<file path="src/rtl/i2cm_pkg.sv">
package i2cm_pkg;

	typedef enum logic [2:0] {
		CMD_NONE    = 3'd0,
		CMD_IDLEBUS = 3'd1,
		CMD_START   = 3'd2,
		CMD_STOP    = 3'd3,
		CMD_WRITE   = 3'd4,
		CMD_READ    = 3'd5
	} cmd_t;

	localparam int unsigned CFG_WIDTH = 16;
	localparam logic [CFG_WIDTH-1:0] HALF_PERIOD_RESET = 16'd250;

	localparam logic [4:0] SEGS_IDLEBUS = 5'd1;
	localparam logic [4:0] SEGS_EDGE    = 5'd3;
	localparam logic [4:0] SEGS_BYTE    = 5'd19;

	// Phases of a byte transfer that carry special meaning.
	localparam logic [4:0] PH_ACK_SETUP = 5'd16;
	localparam logic [4:0] PH_ACK_HIGH  = 5'd17;
	localparam logic [4:0] PH_ACK_LOW   = 5'd18;

	typedef struct packed {
		cmd_t       cmd;
		logic [7:0] tx_byte;
		logic       send_ack;
		logic       sda_in;
	} entry_t;

	typedef struct packed {
		logic   valid;
		entry_t entry;
	} fq_t;

endpackage

</file>
<file path="src/rtl/i2cm_if.sv">
interface i2cm_req_if;
	logic       valid;
	logic       ready;
	logic [2:0] cmd;
	logic [7:0] tx_byte;
	logic       send_ack;
	logic       sda_in;

	modport source (output valid, cmd, tx_byte, send_ack, sda_in, input ready);
	modport sink (input valid, cmd, tx_byte, send_ack, sda_in, output ready);
endinterface

interface i2cm_rsp_if;
	logic       valid;
	logic       ready;
	logic       scl_level;
	logic       sda_release;
	logic       busy_res;
	logic       done_res;
	logic [7:0] rx_byte;
	logic       ack_seen;
	logic       cmd_rejected;

	modport source (output valid, scl_level, sda_release, busy_res, done_res, rx_byte,
		ack_seen, cmd_rejected, input ready);
	modport sink (input valid, scl_level, sda_release, busy_res, done_res, rx_byte,
		ack_seen, cmd_rejected, output ready);
endinterface

interface i2cm_cfg_if;
	logic        valid;
	logic        ready;
	logic [15:0] data;

	modport source (output valid, data, input ready);
	modport sink (input valid, data, output ready);
endinterface

</file>
<file path="src/rtl/i2cm_front.sv">
module i2cm_front (
	input  logic         clk,
	input  logic         arst_n,
	i2cm_req_if.sink     req,
	output i2cm_pkg::fq_t fq,
	input  logic         pop
);
	import i2cm_pkg::*;

	entry_t     mem_q [2];
	logic       wr_ptr_q;
	logic       rd_ptr_q;
	logic [1:0] count_q;
	logic       push;
	cmd_t       cls;

	// Codes beyond the command range are treated as no command.
	assign cls = (req.cmd > 3'(CMD_READ)) ? CMD_NONE : cmd_t'(req.cmd);

	assign req.ready = (count_q != 2'd2);
	assign push      = req.valid && req.ready;

	always_ff @(posedge clk) begin
		if (push) begin
			mem_q[wr_ptr_q] <= '{cmd: cls, tx_byte: req.tx_byte, send_ack: req.send_ack,
				sda_in: req.sda_in};
		end
	end

	always_ff @(posedge clk or negedge arst_n) begin
		if (!arst_n) begin
			wr_ptr_q <= 1'b0;
			rd_ptr_q <= 1'b0;
			count_q  <= 2'd0;
		end else begin
			if (push) wr_ptr_q <= ~wr_ptr_q;
			if (pop) rd_ptr_q <= ~rd_ptr_q;
			count_q <= count_q + 2'(push) - 2'(pop);
		end
	end

	assign fq.valid = (count_q != 2'd0);
	assign fq.entry = mem_q[rd_ptr_q];

	a_no_overflow: assert property (@(posedge clk) disable iff (!arst_n)
		count_q == 2'd2 && !pop |=> count_q == 2'd2)
		else $error("queue lost or gained a word while full");
	a_count_range: assert property (@(posedge clk) disable iff (!arst_n)
		count_q != 2'd3)
		else $error("queue count out of range");
	a_pop_nonempty: assert property (@(posedge clk) disable iff (!arst_n)
		pop |-> count_q != 2'd0)
		else $error("pop from empty queue");
endmodule

</file>
<file path="src/rtl/i2cm_back.sv">
module i2cm_back #(
	parameter int unsigned DIVIDER_WIDTH = 16
) (
	input  logic          clk,
	input  logic          arst_n,
	input  i2cm_pkg::fq_t fq,
	output logic          pop,
	i2cm_cfg_if.sink      cfg,
	i2cm_rsp_if.source    rsp
);
	import i2cm_pkg::*;

	localparam int unsigned DW = DIVIDER_WIDTH;
	localparam logic [DW-1:0] MAX_CNT = '1;

	typedef struct packed {
		logic       scl;
		logic       sda;
		logic [7:0] shift;
	} pins_t;

	function automatic logic [4:0] seg_count(cmd_t c);
		logic [4:0] n;
		unique case (c)
			CMD_IDLEBUS: n = SEGS_IDLEBUS;
			CMD_START, CMD_STOP: n = SEGS_EDGE;
			default: n = SEGS_BYTE;
		endcase
		return n;
	endfunction

	function automatic pins_t seg_enter(cmd_t c, logic [4:0] s, pins_t p, logic mack);
		pins_t      r;
		logic [4:0] t;
		r = p;
		t = s - 5'd1;
		unique case (c)
			CMD_IDLEBUS: begin
				r.scl = 1'b1;
				r.sda = 1'b1;
			end
			CMD_START: begin
				if (s == 5'd0) begin
					r.scl = 1'b1;
					r.sda = 1'b1;
				end else if (s == 5'd1) begin
					r.sda = 1'b0;
				end else begin
					r.scl = 1'b0;
				end
			end
			CMD_STOP: begin
				if (s == 5'd0) r.sda = 1'b0;
				else if (s == 5'd1) r.scl = 1'b1;
				else r.sda = 1'b1;
			end
			CMD_WRITE: begin
				if (s < PH_ACK_SETUP) begin
					if (!s[0]) begin
						// The first bit leaves SCL as the previous command left it.
						if (s != 5'd0) r.scl = 1'b0;
						r.sda   = p.shift[7];
						r.shift = {p.shift[6:0], 1'b0};
					end else begin
						r.scl = 1'b1;
					end
				end else if (s == PH_ACK_SETUP) begin
					r.scl = 1'b0;
					r.sda = 1'b1;
				end else if (s == PH_ACK_HIGH) begin
					r.scl = 1'b1;
				end else begin
					r.scl = 1'b0;
				end
			end
			default: begin
				if (s == 5'd0) begin
					r.sda = 1'b1;
				end else if (s <= PH_ACK_SETUP) begin
					if (!t[0]) begin
						r.scl = 1'b1;
					end else begin
						r.scl = 1'b0;
						if (t[4:1] == 4'd7) r.sda = !mack;
					end
				end else if (s == PH_ACK_HIGH) begin
					r.scl = 1'b1;
				end else begin
					r.scl = 1'b0;
					r.sda = 1'b1;
				end
			end
		endcase
		return r;
	endfunction

	logic [CFG_WIDTH-1:0] hp_q;
	logic [CFG_WIDTH-1:0] hp_nz;
	logic [DW-1:0]        target;

	cmd_t       act_q;
	logic [4:0] phase_q;
	logic [DW-1:0] div_q;
	logic [7:0] shift_q;
	logic       scl_q;
	logic       sda_q;
	logic       ack_q;
	logic       mack_q;
	logic [7:0] rx_q;

	logic       out_valid_q;
	logic       out_done_q;
	logic       out_rej_q;

	cmd_t       n_act;
	logic [4:0] n_phase;
	logic [DW-1:0] n_div;
	logic [DW-1:0] div_inc;
	logic       n_ack;
	logic       n_mack;
	logic [7:0] n_rx;
	logic       rej;
	logic       done;
	pins_t      pins;
	entry_t     e;

	assign cfg.ready = 1'b1;

	always_ff @(posedge clk or negedge arst_n) begin
		if (!arst_n) begin
			hp_q <= HALF_PERIOD_RESET;
		end else if (cfg.valid) begin
			hp_q <= cfg.data;
		end
	end

	// A half period of zero counts as one tick; a value beyond the divider saturates.
	assign hp_nz = (hp_q == '0) ? CFG_WIDTH'(1) : hp_q;

	if (DW >= CFG_WIDTH) begin : g_wide
		assign target = DW'(hp_nz);
	end else begin : g_narrow
		assign target = (hp_nz > CFG_WIDTH'(MAX_CNT)) ? MAX_CNT : DW'(hp_nz);
	end

	assign e   = fq.entry;
	assign pop = fq.valid && (!out_valid_q || rsp.ready);

	always_comb begin
		n_act   = act_q;
		n_phase = phase_q;
		n_div   = div_q;
		n_ack   = ack_q;
		n_mack  = mack_q;
		n_rx    = rx_q;
		rej     = 1'b0;
		done    = 1'b0;
		pins    = '{scl: scl_q, sda: sda_q, shift: shift_q};
		div_inc = div_q + DW'(1);
		if (act_q != CMD_NONE) begin
			rej = (e.cmd != CMD_NONE);
			if (div_inc >= target) begin
				n_div = '0;
				// Sample the line at the end of the segment.
				if (act_q == CMD_WRITE && phase_q == PH_ACK_HIGH) n_ack = !e.sda_in;
				if (act_q == CMD_READ) begin
					if (phase_q != 5'd0 && phase_q <= PH_ACK_SETUP && phase_q[0]) begin
						pins.shift = {shift_q[6:0], e.sda_in};
					end
					if (phase_q == PH_ACK_LOW) n_rx = shift_q;
				end
				n_phase = phase_q + 5'd1;
				if (n_phase >= seg_count(act_q)) begin
					n_act   = CMD_NONE;
					n_phase = 5'd0;
					done    = 1'b1;
				end else begin
					pins = seg_enter(act_q, n_phase, pins, mack_q);
				end
			end else begin
				n_div = div_inc;
			end
		end else if (e.cmd != CMD_NONE) begin
			n_act   = e.cmd;
			n_phase = 5'd0;
			n_div   = '0;
			if (e.cmd == CMD_WRITE) pins.shift = e.tx_byte;
			if (e.cmd == CMD_READ) begin
				pins.shift = 8'd0;
				n_mack     = e.send_ack;
			end
			pins = seg_enter(e.cmd, 5'd0, pins, n_mack);
		end
	end

	always_ff @(posedge clk or negedge arst_n) begin
		if (!arst_n) begin
			act_q       <= CMD_NONE;
			phase_q     <= 5'd0;
			div_q       <= '0;
			shift_q     <= 8'd0;
			scl_q       <= 1'b1;
			sda_q       <= 1'b1;
			ack_q       <= 1'b0;
			mack_q      <= 1'b0;
			rx_q        <= 8'd0;
			out_valid_q <= 1'b0;
			out_done_q  <= 1'b0;
			out_rej_q   <= 1'b0;
		end else begin
			if (pop) begin
				act_q      <= n_act;
				phase_q    <= n_phase;
				div_q      <= n_div;
				shift_q    <= pins.shift;
				scl_q      <= pins.scl;
				sda_q      <= pins.sda;
				ack_q      <= n_ack;
				mack_q     <= n_mack;
				rx_q       <= n_rx;
				out_done_q <= done;
				out_rej_q  <= rej;
			end
			if (pop) out_valid_q <= 1'b1;
			else if (rsp.ready) out_valid_q <= 1'b0;
		end
	end

	assign rsp.valid        = out_valid_q;
	assign rsp.scl_level    = scl_q;
	assign rsp.sda_release  = sda_q;
	assign rsp.busy_res     = (act_q != CMD_NONE);
	assign rsp.done_res     = out_done_q;
	assign rsp.rx_byte      = rx_q;
	assign rsp.ack_seen     = ack_q;
	assign rsp.cmd_rejected = out_rej_q;

	a_reject: assert property (@(posedge clk) disable iff (!arst_n)
		pop && act_q != CMD_NONE && fq.entry.cmd != CMD_NONE |=> out_rej_q)
		else $error("command while busy was not flagged");
	a_idle_clear: assert property (@(posedge clk) disable iff (!arst_n)
		act_q == CMD_NONE |-> phase_q == 5'd0 && div_q == '0)
		else $error("idle engine holds a phase or count");
	a_phase_range: assert property (@(posedge clk) disable iff (!arst_n)
		act_q != CMD_NONE |-> phase_q < seg_count(act_q))
		else $error("segment index beyond the sequence");
	a_done_idle: assert property (@(posedge clk) disable iff (!arst_n)
		pop && act_q != CMD_NONE && n_act == CMD_NONE |=> out_done_q && act_q == CMD_NONE)
		else $error("sequence ended without a done word");
endmodule

</file>
<file path="src/rtl/i2c_master_byte_engine.sv">
// I2C master byte engine, standard mode, stepped by system ticks.
// The req channel carries one word per system tick: a command (none, bus idle,
// start, stop, write byte, read byte), the byte to send, the ACK choice for a
// read and the sampled SDA level. The rsp channel returns exactly one word per
// req word, in order: SCL level, SDA release, busy, done, last read byte, last
// ACK seen and a flag for a command that arrived while busy.
// The cfg channel writes the SCL half period in ticks; write it while idle.
// Throughput is one word per cycle while rsp is not stalled. A word accepted
// into the two-entry front queue is executed by the back engine when popped,
// and its result is presented from the output register. The engine state
// steps only when a queued word is executed, so stalls change no bus timing
// in ticks. When rsp is stalled the output register holds; the queue takes
// up to two more words and then drops req ready until the receiver drains it.
// Reset clears the queue and returns the engine to idle with SCL high, SDA
// released, a half period of 250 ticks and a cleared read byte and ACK.
module i2c_master_byte_engine #(
	parameter int unsigned DIVIDER_WIDTH = 16
) (
	input  logic       clk,
	input  logic       arst_n,
	i2cm_req_if.sink   req,
	i2cm_rsp_if.source rsp,
	i2cm_cfg_if.sink   cfg
);
	import i2cm_pkg::*;

	fq_t  fq;
	logic pop;

	i2cm_front u_front (
		.clk    (clk),
		.arst_n (arst_n),
		.req    (req),
		.fq     (fq),
		.pop    (pop)
	);

	i2cm_back #(
		.DIVIDER_WIDTH (DIVIDER_WIDTH)
	) u_back (
		.clk    (clk),
		.arst_n (arst_n),
		.fq     (fq),
		.pop    (pop),
		.cfg    (cfg),
		.rsp    (rsp)
	);
endmodule

</file>
<file path="src/flat_wrapper.sv">
// flat-port wrapper written by rule: the top's interface ports become plain ports
module i2c_master_byte_engine_flat import i2cm_pkg::*;
#(
	parameter int unsigned DIVIDER_WIDTH = 16
)
  (clk, arst_n, req_valid, req_cmd, req_tx_byte, req_send_ack, req_sda_in, req_ready, rsp_valid, rsp_scl_level, rsp_sda_release, rsp_busy_res, rsp_done_res, rsp_rx_byte, rsp_ack_seen, rsp_cmd_rejected, rsp_ready, cfg_valid, cfg_data, cfg_ready);
  i2cm_req_if req_i ();
  i2cm_rsp_if rsp_i ();
  i2cm_cfg_if cfg_i ();
  input  logic clk;
  input  logic arst_n;
  input wire logic [$bits(req_i.valid)-1:0] req_valid;
  input wire logic [$bits(req_i.cmd)-1:0] req_cmd;
  input wire logic [$bits(req_i.tx_byte)-1:0] req_tx_byte;
  input wire logic [$bits(req_i.send_ack)-1:0] req_send_ack;
  input wire logic [$bits(req_i.sda_in)-1:0] req_sda_in;
  output wire logic [$bits(req_i.ready)-1:0] req_ready;
  output wire logic [$bits(rsp_i.valid)-1:0] rsp_valid;
  output wire logic [$bits(rsp_i.scl_level)-1:0] rsp_scl_level;
  output wire logic [$bits(rsp_i.sda_release)-1:0] rsp_sda_release;
  output wire logic [$bits(rsp_i.busy_res)-1:0] rsp_busy_res;
  output wire logic [$bits(rsp_i.done_res)-1:0] rsp_done_res;
  output wire logic [$bits(rsp_i.rx_byte)-1:0] rsp_rx_byte;
  output wire logic [$bits(rsp_i.ack_seen)-1:0] rsp_ack_seen;
  output wire logic [$bits(rsp_i.cmd_rejected)-1:0] rsp_cmd_rejected;
  input wire logic [$bits(rsp_i.ready)-1:0] rsp_ready;
  input wire logic [$bits(cfg_i.valid)-1:0] cfg_valid;
  input wire logic [$bits(cfg_i.data)-1:0] cfg_data;
  output wire logic [$bits(cfg_i.ready)-1:0] cfg_ready;
  assign req_i.valid = req_valid;
  assign req_i.cmd = req_cmd;
  assign req_i.tx_byte = req_tx_byte;
  assign req_i.send_ack = req_send_ack;
  assign req_i.sda_in = req_sda_in;
  assign req_ready = req_i.ready;
  assign rsp_valid = rsp_i.valid;
  assign rsp_scl_level = rsp_i.scl_level;
  assign rsp_sda_release = rsp_i.sda_release;
  assign rsp_busy_res = rsp_i.busy_res;
  assign rsp_done_res = rsp_i.done_res;
  assign rsp_rx_byte = rsp_i.rx_byte;
  assign rsp_ack_seen = rsp_i.ack_seen;
  assign rsp_cmd_rejected = rsp_i.cmd_rejected;
  assign rsp_i.ready = rsp_ready;
  assign cfg_i.valid = cfg_valid;
  assign cfg_i.data = cfg_data;
  assign cfg_ready = cfg_i.ready;
  i2c_master_byte_engine #(.DIVIDER_WIDTH(DIVIDER_WIDTH)) u_core (.clk(clk), .arst_n(arst_n), .req(req_i), .rsp(rsp_i), .cfg(cfg_i));
endmodule
</file>
<file path="config.mk">
export PLATFORM = sky130hd
export DESIGN_NAME = i2c_master_byte_engine_flat
export DESIGN_NICKNAME = d
export VERILOG_FILES = /design/src/rtl/i2cm_pkg.sv /design/src/rtl/i2cm_if.sv /design/src/rtl/i2cm_front.sv /design/src/rtl/i2cm_back.sv /design/src/rtl/i2c_master_byte_engine.sv /design/src/flat_wrapper.sv
export SDC_FILE = /design/constraint.sdc
export NUM_CORES = 1
export LEC_CHECK = 0
export CORE_ASPECT_RATIO = 0.9
export CORE_MARGIN = 10
export CORE_UTILIZATION = 52
export DETAILED_ROUTE_END_ITERATION = 7
export DONT_BUFFER_PORTS = 1
export GPL_TIMING_DRIVEN = 0
export PLACE_DENSITY = 0.74
export SLEW_MARGIN = 0
export SYNTH_ARGS = -nofsm -noshare
export SYNTH_HDL_FRONTEND = slang
export SYNTH_SLANG_ARGS = --single-unit
export TNS_END_PERCENT = 50
</file>
<file path="constraint.sdc">
create_clock -name clk -period 3.4 [get_ports clk]
set_clock_uncertainty 0.1 [all_clocks]
set_input_delay 0.17 -clock clk [delete_from_list [all_inputs] [get_ports clk]]
set_output_delay 0.17 -clock clk [all_outputs]
set_load 0.1 [all_outputs]
</file>
After elaboration in Yosys (flattened, before gate mapping). Memory sizes are Yosys's and may differ from the RTL's. Index checks and enable logic that the tools add are counted.

Bits in registers: 67. Memory bits (writable): 26. Bits of input ports: 34. Output and inout bits: 17. Word-level logic and storage cells: 151. Memories: 1.

Memories: u_core.u_front.mem_q (depth 2, width 13, rd ports 1, clocked after memory_dff 0, write ports 1, line i2cm_front.sv:10) `entry_t mem_q [2];`.

Add/sub/neg operators: 5. $lt $le $gt $ge: 6. Eq/ne operators: 32. Mux-type cells: 59. Bitwise logic cells: 3. Reductions and logical operators: 29.

Operators with widths (number): $mux 16 (4); $mux 8 (7); $mux 10 (4); $mux 5 (6); $mux 1 (26); $eq 5x5->1 const B (4); $add 16x1->16 const B (1); $ge 16x16->1 (1); $logic_not 16->1 (1); $ne 4x4->1 const B (4); $ne 8x4->1 const B (2); $mux 3 (5); $eq 3x2->1 const B (4); $eq 3x3->1 const B (4); $reduce_and 4->1 (3); $reduce_and 11->1 (1); $le 5x5->1 const B (2); $pmux 5 s2 (1); $reduce_and 10->1 (1); $reduce_bool 5->1 (2); $mux 9 (1); $ne 8x5->1 const B (1); $pmux 2 s4 (1); $reduce_bool 2->1 (4); 28 further kinds (44).

Longest topological paths before layout. Gate-level depths: netlist of run 1.

Word-level depth: 11. Mapped depth: 16. Mapped depth without buffers: 14.

By module. Synthesis of run 1 repeated with hierarchy kept, for this count alone.

Cells, all modules: 491. Area, all modules: 5368.9 um^2.

Modules (own cells, without submodules): i2cm_back (instances 1, cells each 431, area each 4219.0 um^2, seq. area each 1586.5 um^2); i2cm_front (instances 1, cells each 60, area each 1149.9 um^2, seq. area each 880.8 um^2).

Least setup slack after synthesis of run 1. No wires, ideal clock.

Path type: register to register. From: register u_core.u_back.div_q[2]. To: register u_core.u_back.rx_q[0] (netlist: u_core.u_back.rsp.rx_byte[0]). Library setup time: 126 ps. Arrival time: 3266 ps. Required time: 3174 ps. Slack: -92 ps. Cell stages (with the launch flop): 16. Path buffers: 1. Clock period less this slack: 3492 ps. Cell sequence: dfrtp_1 -> and3_1 -> and3_1 -> nand3_1 -> nor3_1 -> nand4_1 -> xnor2_1 -> ha_1 -> nand2_1 -> o21ai_0 -> a211oi_1 -> o21ai_1 -> buf_2 -> and2_1 -> nand4_1 -> mux2_2.

Longest elaborated chain between the ends: 3.

Ends and longest elaborated chain: start, declared (line i2cm_back.sv:103) `logic [DW-1:0] div_q;`; start signal, assigned (line i2cm_back.sv:214) `div_q <= n_div;`; $add 16x1->16 (line i2cm_back.sv:159) `div_inc = div_q + DW'(1);`; $ge 16x16->1 (line i2cm_back.sv:162) `if (div_inc >= target) begin`; $reduce_and 5->1 (no line); end signal, assigned (line i2cm_back.sv:220) `rx_q <= n_rx;`; end, declared (line i2cm_back.sv:109) `logic [7:0] rx_q;`.

No other way between the ends. A chain may end at the register's enable or synchronous reset.

Worst setup path in the final report of run 1.
From: register u_core.u_back.div_q[1]. To: register u_core.u_back.rx_q[4] (netlist: u_core.u_back.rsp.rx_byte[4]).

Same word-level chain as after synthesis.

==> impl_metrics.yaml, run 1 <==
clock_network:
  clock_tree.buffer_depth: 2
  clk_pin_slew_ps: 110
  cts_buffers: 9
  cts_root_buf: "clkbuf_8"
  insertion_delay_ps: 390
  cts.sinks: 93
  cts_max_level: 3
  cts_tree: "yes"
die:
  initial_core_util: 0.535
  num_rows: 34
  core_um2: 9700
  pin_count: 51
  fp.dieH_um: 115
  die_area_um2: 14400
  die_w_um: 125
worst_hold_path:
  min_from: "cfg_valid"
  min_path_type: "in -> reg"
timing:
  fin_crit_ps: 3480
  fmax_mhz: 288
  setup_viol: 16
  fin_crit_sh: 1.02
  slew_violations: 0
  rsz0062_at_grt: "yes"
  relSlewSlack: 0.255
  hold_ws_ps: 70.2
  finalWorstSetupSlack_ps: -77.1
  finalHoldViolCount: 0
  fin_tns_setup_ps: -467
  worst_pin_slew_ps: 1110
detailed_routing:
  vias: 4131
  drtAntennaViolNets: 0
  drtIter0Drc: 351
  route.detailed.drc: 0
  wl_um: 12800
  viasPerCell: 5.87
  first_pass_iters: 6
  wl_per_cell_um: 18.1
logic_synthesis:
  synth_seq_area_share: 0.476
  synth.area.mux_share: 0.0497
  yosys.area.top_type_share: 0.285
  synth_compound_area_frac: 0.162
  avgSynthCellArea_um2: 10.3
  synth_common_cells: "dfrtp_1, nand2_1, o21ai_0, ha_1, edfxtp_1"
  synth_area_leaders: "dfrtp_1, edfxtp_1, ha_1, dfstp_2, o21ai_0"
  yosys.area_share.simple: 0.154
  syn_inst: 502
  synthesis.area_um2: 5190
  synth_nets: 565
  yosysMostFrequentCell: "dfrtp_1"
  synthFlopType: "dfrtp_1"
  synth_xor_area_frac: 0.0441
  yosys_warnings: 0
  synthAdderAreaFrac: 0.0700
  synth_edf_count: 26
  yosys_register_bits: 93
  synth_top_family_by_area: "compound AO/OA/AOI/OAI gates"
  synth_top_area_cell: "dfrtp_1"
  postSynth.asyncResetShare: 0.720
  synthDistinctLibCells: 72
global_routing:
  antenna_found_initial: 0
  overflow: 0
  grt_pass1_vias: 4047
  grt_pass1_wl_um: 20300
  grt_max_degree: 68
  grt_util_all_layers: 0.170
power_and_ir_drop:
  swShare: 0.433
  power_density_nw_per_um2: 664
  vdd_drop_max_v: 0.000615
  p_leak_uw: 0.00269
  comb_power_share: 0.401
  power.share.clock: 0.181
  power.switching_uw: 1810
  p_int_uw: 2370
  seqPwrFrac: 0.418
critical_path:
  critPathLaunchType: "flop"
  crit_top_cell: "buf_4"
  path_cells: "buf_4 > and3_4 > buf_4 > buf_4 > xor2_1 > ha_1 > a211oi_1 > and4b_1 > o21ai_4 > buf_6 > and2_4 > nand4_1 > buf_4 > mux2_2"
  path_max_fanout: 5
  slowest_stage: "a211oi_1"
  cp-end-kind: "flop"
  crit_start: "u_core.u_back.div_q[1]"
  slowest_delay_ps: 430
  critPathArrivalTime_ps: 3650
  regToRegStartpoint: "u_core.u_back.div_q[1]"
  required_ps: 3570
  path_class: "reg -> reg"
status:
  violations: "negative setup slack"
  status: "complete, but fails checks"
job:
  cap_violations: 0
place:
  io_buffers: 0
  gp_congestion: 0.858
  dp_cells: 628
  dpl.hpwl_um: 8190
  pre_cts_slack_ps: -560
final_layout:
  finish.utilization: 0.650
  synthToLayoutAreaGrowth_pct: 21.6
  n_antenna_cell: 0
  layout.cells.non_filler: 704
  layout.nets: 636
  drive_above_1_share: 0.194
[critical path: cells and delay by family, from the launching register on]
family	cells	cell delay, ps
adders and majority gates	1	340
xor gates and xnor gates	1	140
and+or+nand+nor	4	800
buffers and inverters	5	720
AOI/OAI and AO/OA	2	520
muxes	1	330
DFF	1	420
[power by group through the flow]
stage	Combinational [uW]	Clock, uW	Sequential (uW)
floorplan	1120	0	1710
global placement	1360	0	1760
detailed placement	1400	0	1770
CTS	1560	766	1740
global route	1830	816	1780
finish	1680	756	1750
[cells in the final DEF, fill, tap and decap left out, types with 7 or more instances in the layout]
cell type / instances
nand2b_1: 9
a21oi_1: 12
o21ai_1: 8
nand3_1: 8
edfxtp_1: 26
a22o_1: 7
dfstp_2: 8
o221a_1: 7
o21ai_0: 39
clkbuf_1: 12
nor3_1: 18
buf_4: 28
dfrtp_1: 58
xnor2_1: 16
dlygate4sd3_1: 34
ha_1: 27
mux2i_1: 10
a31oi_1: 7
nor2_1: 20
clkbuf_8: 9
nand2_1: 45
xor2_1: 7
inv_1: 25
[repair_timing]
item,in CTS,in global routing
setup buffers,16,10
setup endpoints to repair,39,41
hold buffers,35,0
hold endpoints to repair,111,0
pin swaps,7,14
gates resized for setup,19,32
[layer usage]
metal | share of wire | up-vias | track usage
met2 | 0.47 | 139 | 0.271
met3 | 0.057 | 33 | 0.0396
li1 | - | 1966 | -
met4 | 0.028 | 0 | 0.0706
met5 | 0 | - | 0
met1 | 0.44 | 1993 | 0.220
[registers in the layout (all words and copies together) (netlist names), 2 cells and up]
name / cells
u_core.u_back.act_q: 3
u_core.u_back.div_q: 16
u_core.u_back.hp_q: 16
u_core.u_back.phase_q: 5
u_core.u_back.rsp.rx_byte: 8
u_core.u_back.shift_q: 8
u_core.u_front.count_q: 2
u_core.u_front.mem_q: 26
[area by class of cell]
type                    count  area [um2]
inverters                  29         109
flip-flops and latches     93        2470
fillers                   706        3390
clock buffers               9         124
multi-input cells         354        2660
plain buffers              25         138
well taps                 126         158
clock inverters             7        76.3
repair buffers             61         574
[path summary, 6_finish.rpt]
path | to | slack [ps] | depth (start not counted)
setup / recovery | u_core.u_back.rsp.rx_byte[4] | -80 | 14
hold / removal | u_core.u_back.hp_q[13] | 70 | 2
setup reg to reg | u_core.u_back.rsp.rx_byte[4] | -80 | 14
hold reg to reg | u_core.u_front.wr_ptr_q | 420 | 1
max in group asynchronous | u_core.u_back.hp_q[6] | 2640 | 2
min in group asynchronous | u_core.u_back.rsp.rx_byte[2] | 220 | 2
[metrics by stage]
step | total power [uW] | cell area, um2
2_1_floorplan | 2830 | 5200
3_3_place_gp | 3120 | 5360
3_5_place_dp | 3170 | 5360
4_1_cts | 4060 | 6130
5_1_grt | 4430 | 6300
6_report | 4180 | 6300
[logic make-up after synthesis]
family | count (synthesis)
buffers and inverters | 55
and+or+nand+nor | 155
AOI/OAI and AO/OA | 121
other | 1
xor gates and xnor gates | 24
DFF | 93
adders and majority gates | 29
muxes | 24
Power figures use the tool's default switching activity.
==> inputs of run 2 (changes only) <==
Settings changed: CORE_ASPECT_RATIO 0.9 to not set.
==> impl_metrics.yaml, run 2 (synthesized netlist as in run 1, its figures left out) <==
critical_path:
  critPathArrivalTime_ps: 3500
  path_class: "reg -> reg"
  required_ps: 3570
  critPathLaunchType: "flop"
  cp-end-kind: "flop"
  path_max_fanout: 6
detailed_routing:
  wl_per_cell_um: 17.4
  viasPerCell: 5.80
  vias: 4085
  first_pass_iters: 5
  route.detailed.drc: 0
  drtIter0Drc: 261
  wl_um: 12200
  drtAntennaViolNets: 0
place:
  io_buffers: 0
  place_area_um2: 5370
  dpl.hpwl_um: 8130
  dp_cells: 635
  gp_congestion: 0.879
final_layout:
  layout.nets: 629
  final_area_um2: 6230
  top_regs: "u_core.u_front.mem_q x26, u_core.u_back.div_q x16, u_core.u_back.hp_q x16"
  layout_common_cells: "dfrtp_1, nand2_1, o21ai_0"
  largest_register_ffs: 26
  synthToLayoutAreaGrowth_pct: 20.0
  layout.cells.non_filler: 704
  top_register: "u_core.u_front.mem_q"
  layout_commonest_cell: "dfrtp_1"
  drive_above_1_share: 0.184
  n_antenna_cell: 0
power_and_ir_drop:
  comb_power_share: 0.391
  p_leak_uw: 0.00266
  swShare: 0.415
  power.switching_uw: 1700
  seqPwrFrac: 0.425
  total_power_uw: 4100
  vdd_drop_max_v: 0.000452
  power_density_nw_per_um2: 658
  power.share.clock: 0.183
  p_int_uw: 2400
clock_network:
  cts.sinks: 93
  insertion_delay_ps: 380
  clock_tree.buffer_depth: 2
  cts_root_buf: "clkbuf_8"
  cts_buffers: 9
  cts_max_level: 3
  clk_pin_slew_ps: 100
  cts_tree: "yes"
status:
  status: "complete, no violations"
global_routing:
  grt_pass1_vias: 4109
  antenna_found_initial: 0
  grt_util_all_layers: 0.171
  overflow: 0
  grt_pass1_wl_um: 20400
  grt_max_degree: 68
timing:
  fmax_mhz: 301
  relSlewSlack: 0.250
  fin_crit_ps: 3320
  rsz0062_at_grt: "yes"
  hold_ws_ps: 93.4
  worst_pin_slew_ps: 1120
  setup_viol: 0
  finalHoldViolCount: 0
  fin_crit_sh: 0.977
  slew_violations: 0
die:
  fp.dieH_um: 120
  initial_core_util: 0.533
  num_rows: 36
  core_um2: 9730
  die_area_um2: 14400
  die_w_um: 120
  pin_count: 51
worst_hold_path:
  min_path_type: "in -> reg"
job:
  cap_violations: 0
## run 2: critical path, stage by stage (launching register included)
cell and delay (ps):
dfrtp_1 380, and3_4 200, and3_4 190, nand3_4 110, nor3_4 190, nand4_1 170, xnor2_2 190, ha_1 320
nand2_2 90, nor2_2 50, a211oi_2 240, o21ai_2 110, buf_4 150, o21ai_4 250, a211oi_4 60, buf_4 190
o221a_1 240
## run 2: what timing repair did
action                                 in CTS  in global routing
gates cloned                                0                  0
endpoints found under the hold margin     111                  0
hold buffers                               35                  0
buffers inserted                           13                  7
gates resized for setup                    14                 35
setup endpoints to repair                  35                 39
pin swaps                                   7                  7
## run 2: per-layer routing
| layer | vias to the layer above | global-route usage | share of wire |
|---|---|---|---|
| met2 | 108 | 0.275 | 0.49 |
| met5 | - | 0 | 0 |
| met1 | 2007 | 0.224 | 0.44 |
| met4 | 0 | 0.0618 | 0.018 |
| met3 | 18 | 0.0380 | 0.053 |
| li1 | 1952 | - | - |
## run 2: path summary, 6_finish.rpt
check | start | endpoint | slack (ps) | depth (start not counted)
worst max-delay path | u_core.u_back.div_q[4] | u_core.u_back.shift_q[2] | 80 | 16
worst min-delay path | cfg_valid | u_core.u_back.hp_q[6] | 90 | 3
worst max register to register | u_core.u_back.div_q[4] | u_core.u_back.shift_q[2] | 80 | 16
worst min register to register | u_core.u_front.wr_ptr_q | u_core.u_front.wr_ptr_q | 400 | 1
max in group asynchronous | arst_n | u_core.u_back.hp_q[7] | 2620 | 2
min in group asynchronous | arst_n | u_core.u_back.act_q[2] | 260 | 2
## run 2: power groups by stage
stage / logic [uW] / clock network (uW) / registers, uW
CTS: 1530 / 766 / 1730
global placement: 1350 / 0 / 1760
floorplan: 1120 / 0 / 1710
finish: 1600 / 752 / 1740
global route: 1790 / 813 / 1770
detailed placement: 1390 / 0 / 1770
## run 2: cell type report
| cell class | instances | area [um2] |
|---|---|---|
| clock inverters | 7 | 73.8 |
| clock buffers | 9 | 124 |
| fillers | 761 | 3500 |
| repair buffers | 55 | 522 |
| multi-input cells | 354 | 2630 |
| well taps | 133 | 166 |
| flip-flops and latches | 93 | 2470 |
| plain buffers | 24 | 126 |
| inverters | 29 | 109 |
## run 2: through the flow
stage / utilization / worst slack (ps) / setup TNS (ps)
after CTS: 0.625 / 28.4 / 0
after floorplan: - / 44.6 / 0
after global routing: 0.640 / -71.4 / -1180
after global placement: 0.552 / -434 / -8950
final: 0.640 / 78.5 / 0
after detailed placement: 0.552 / -478 / -11330
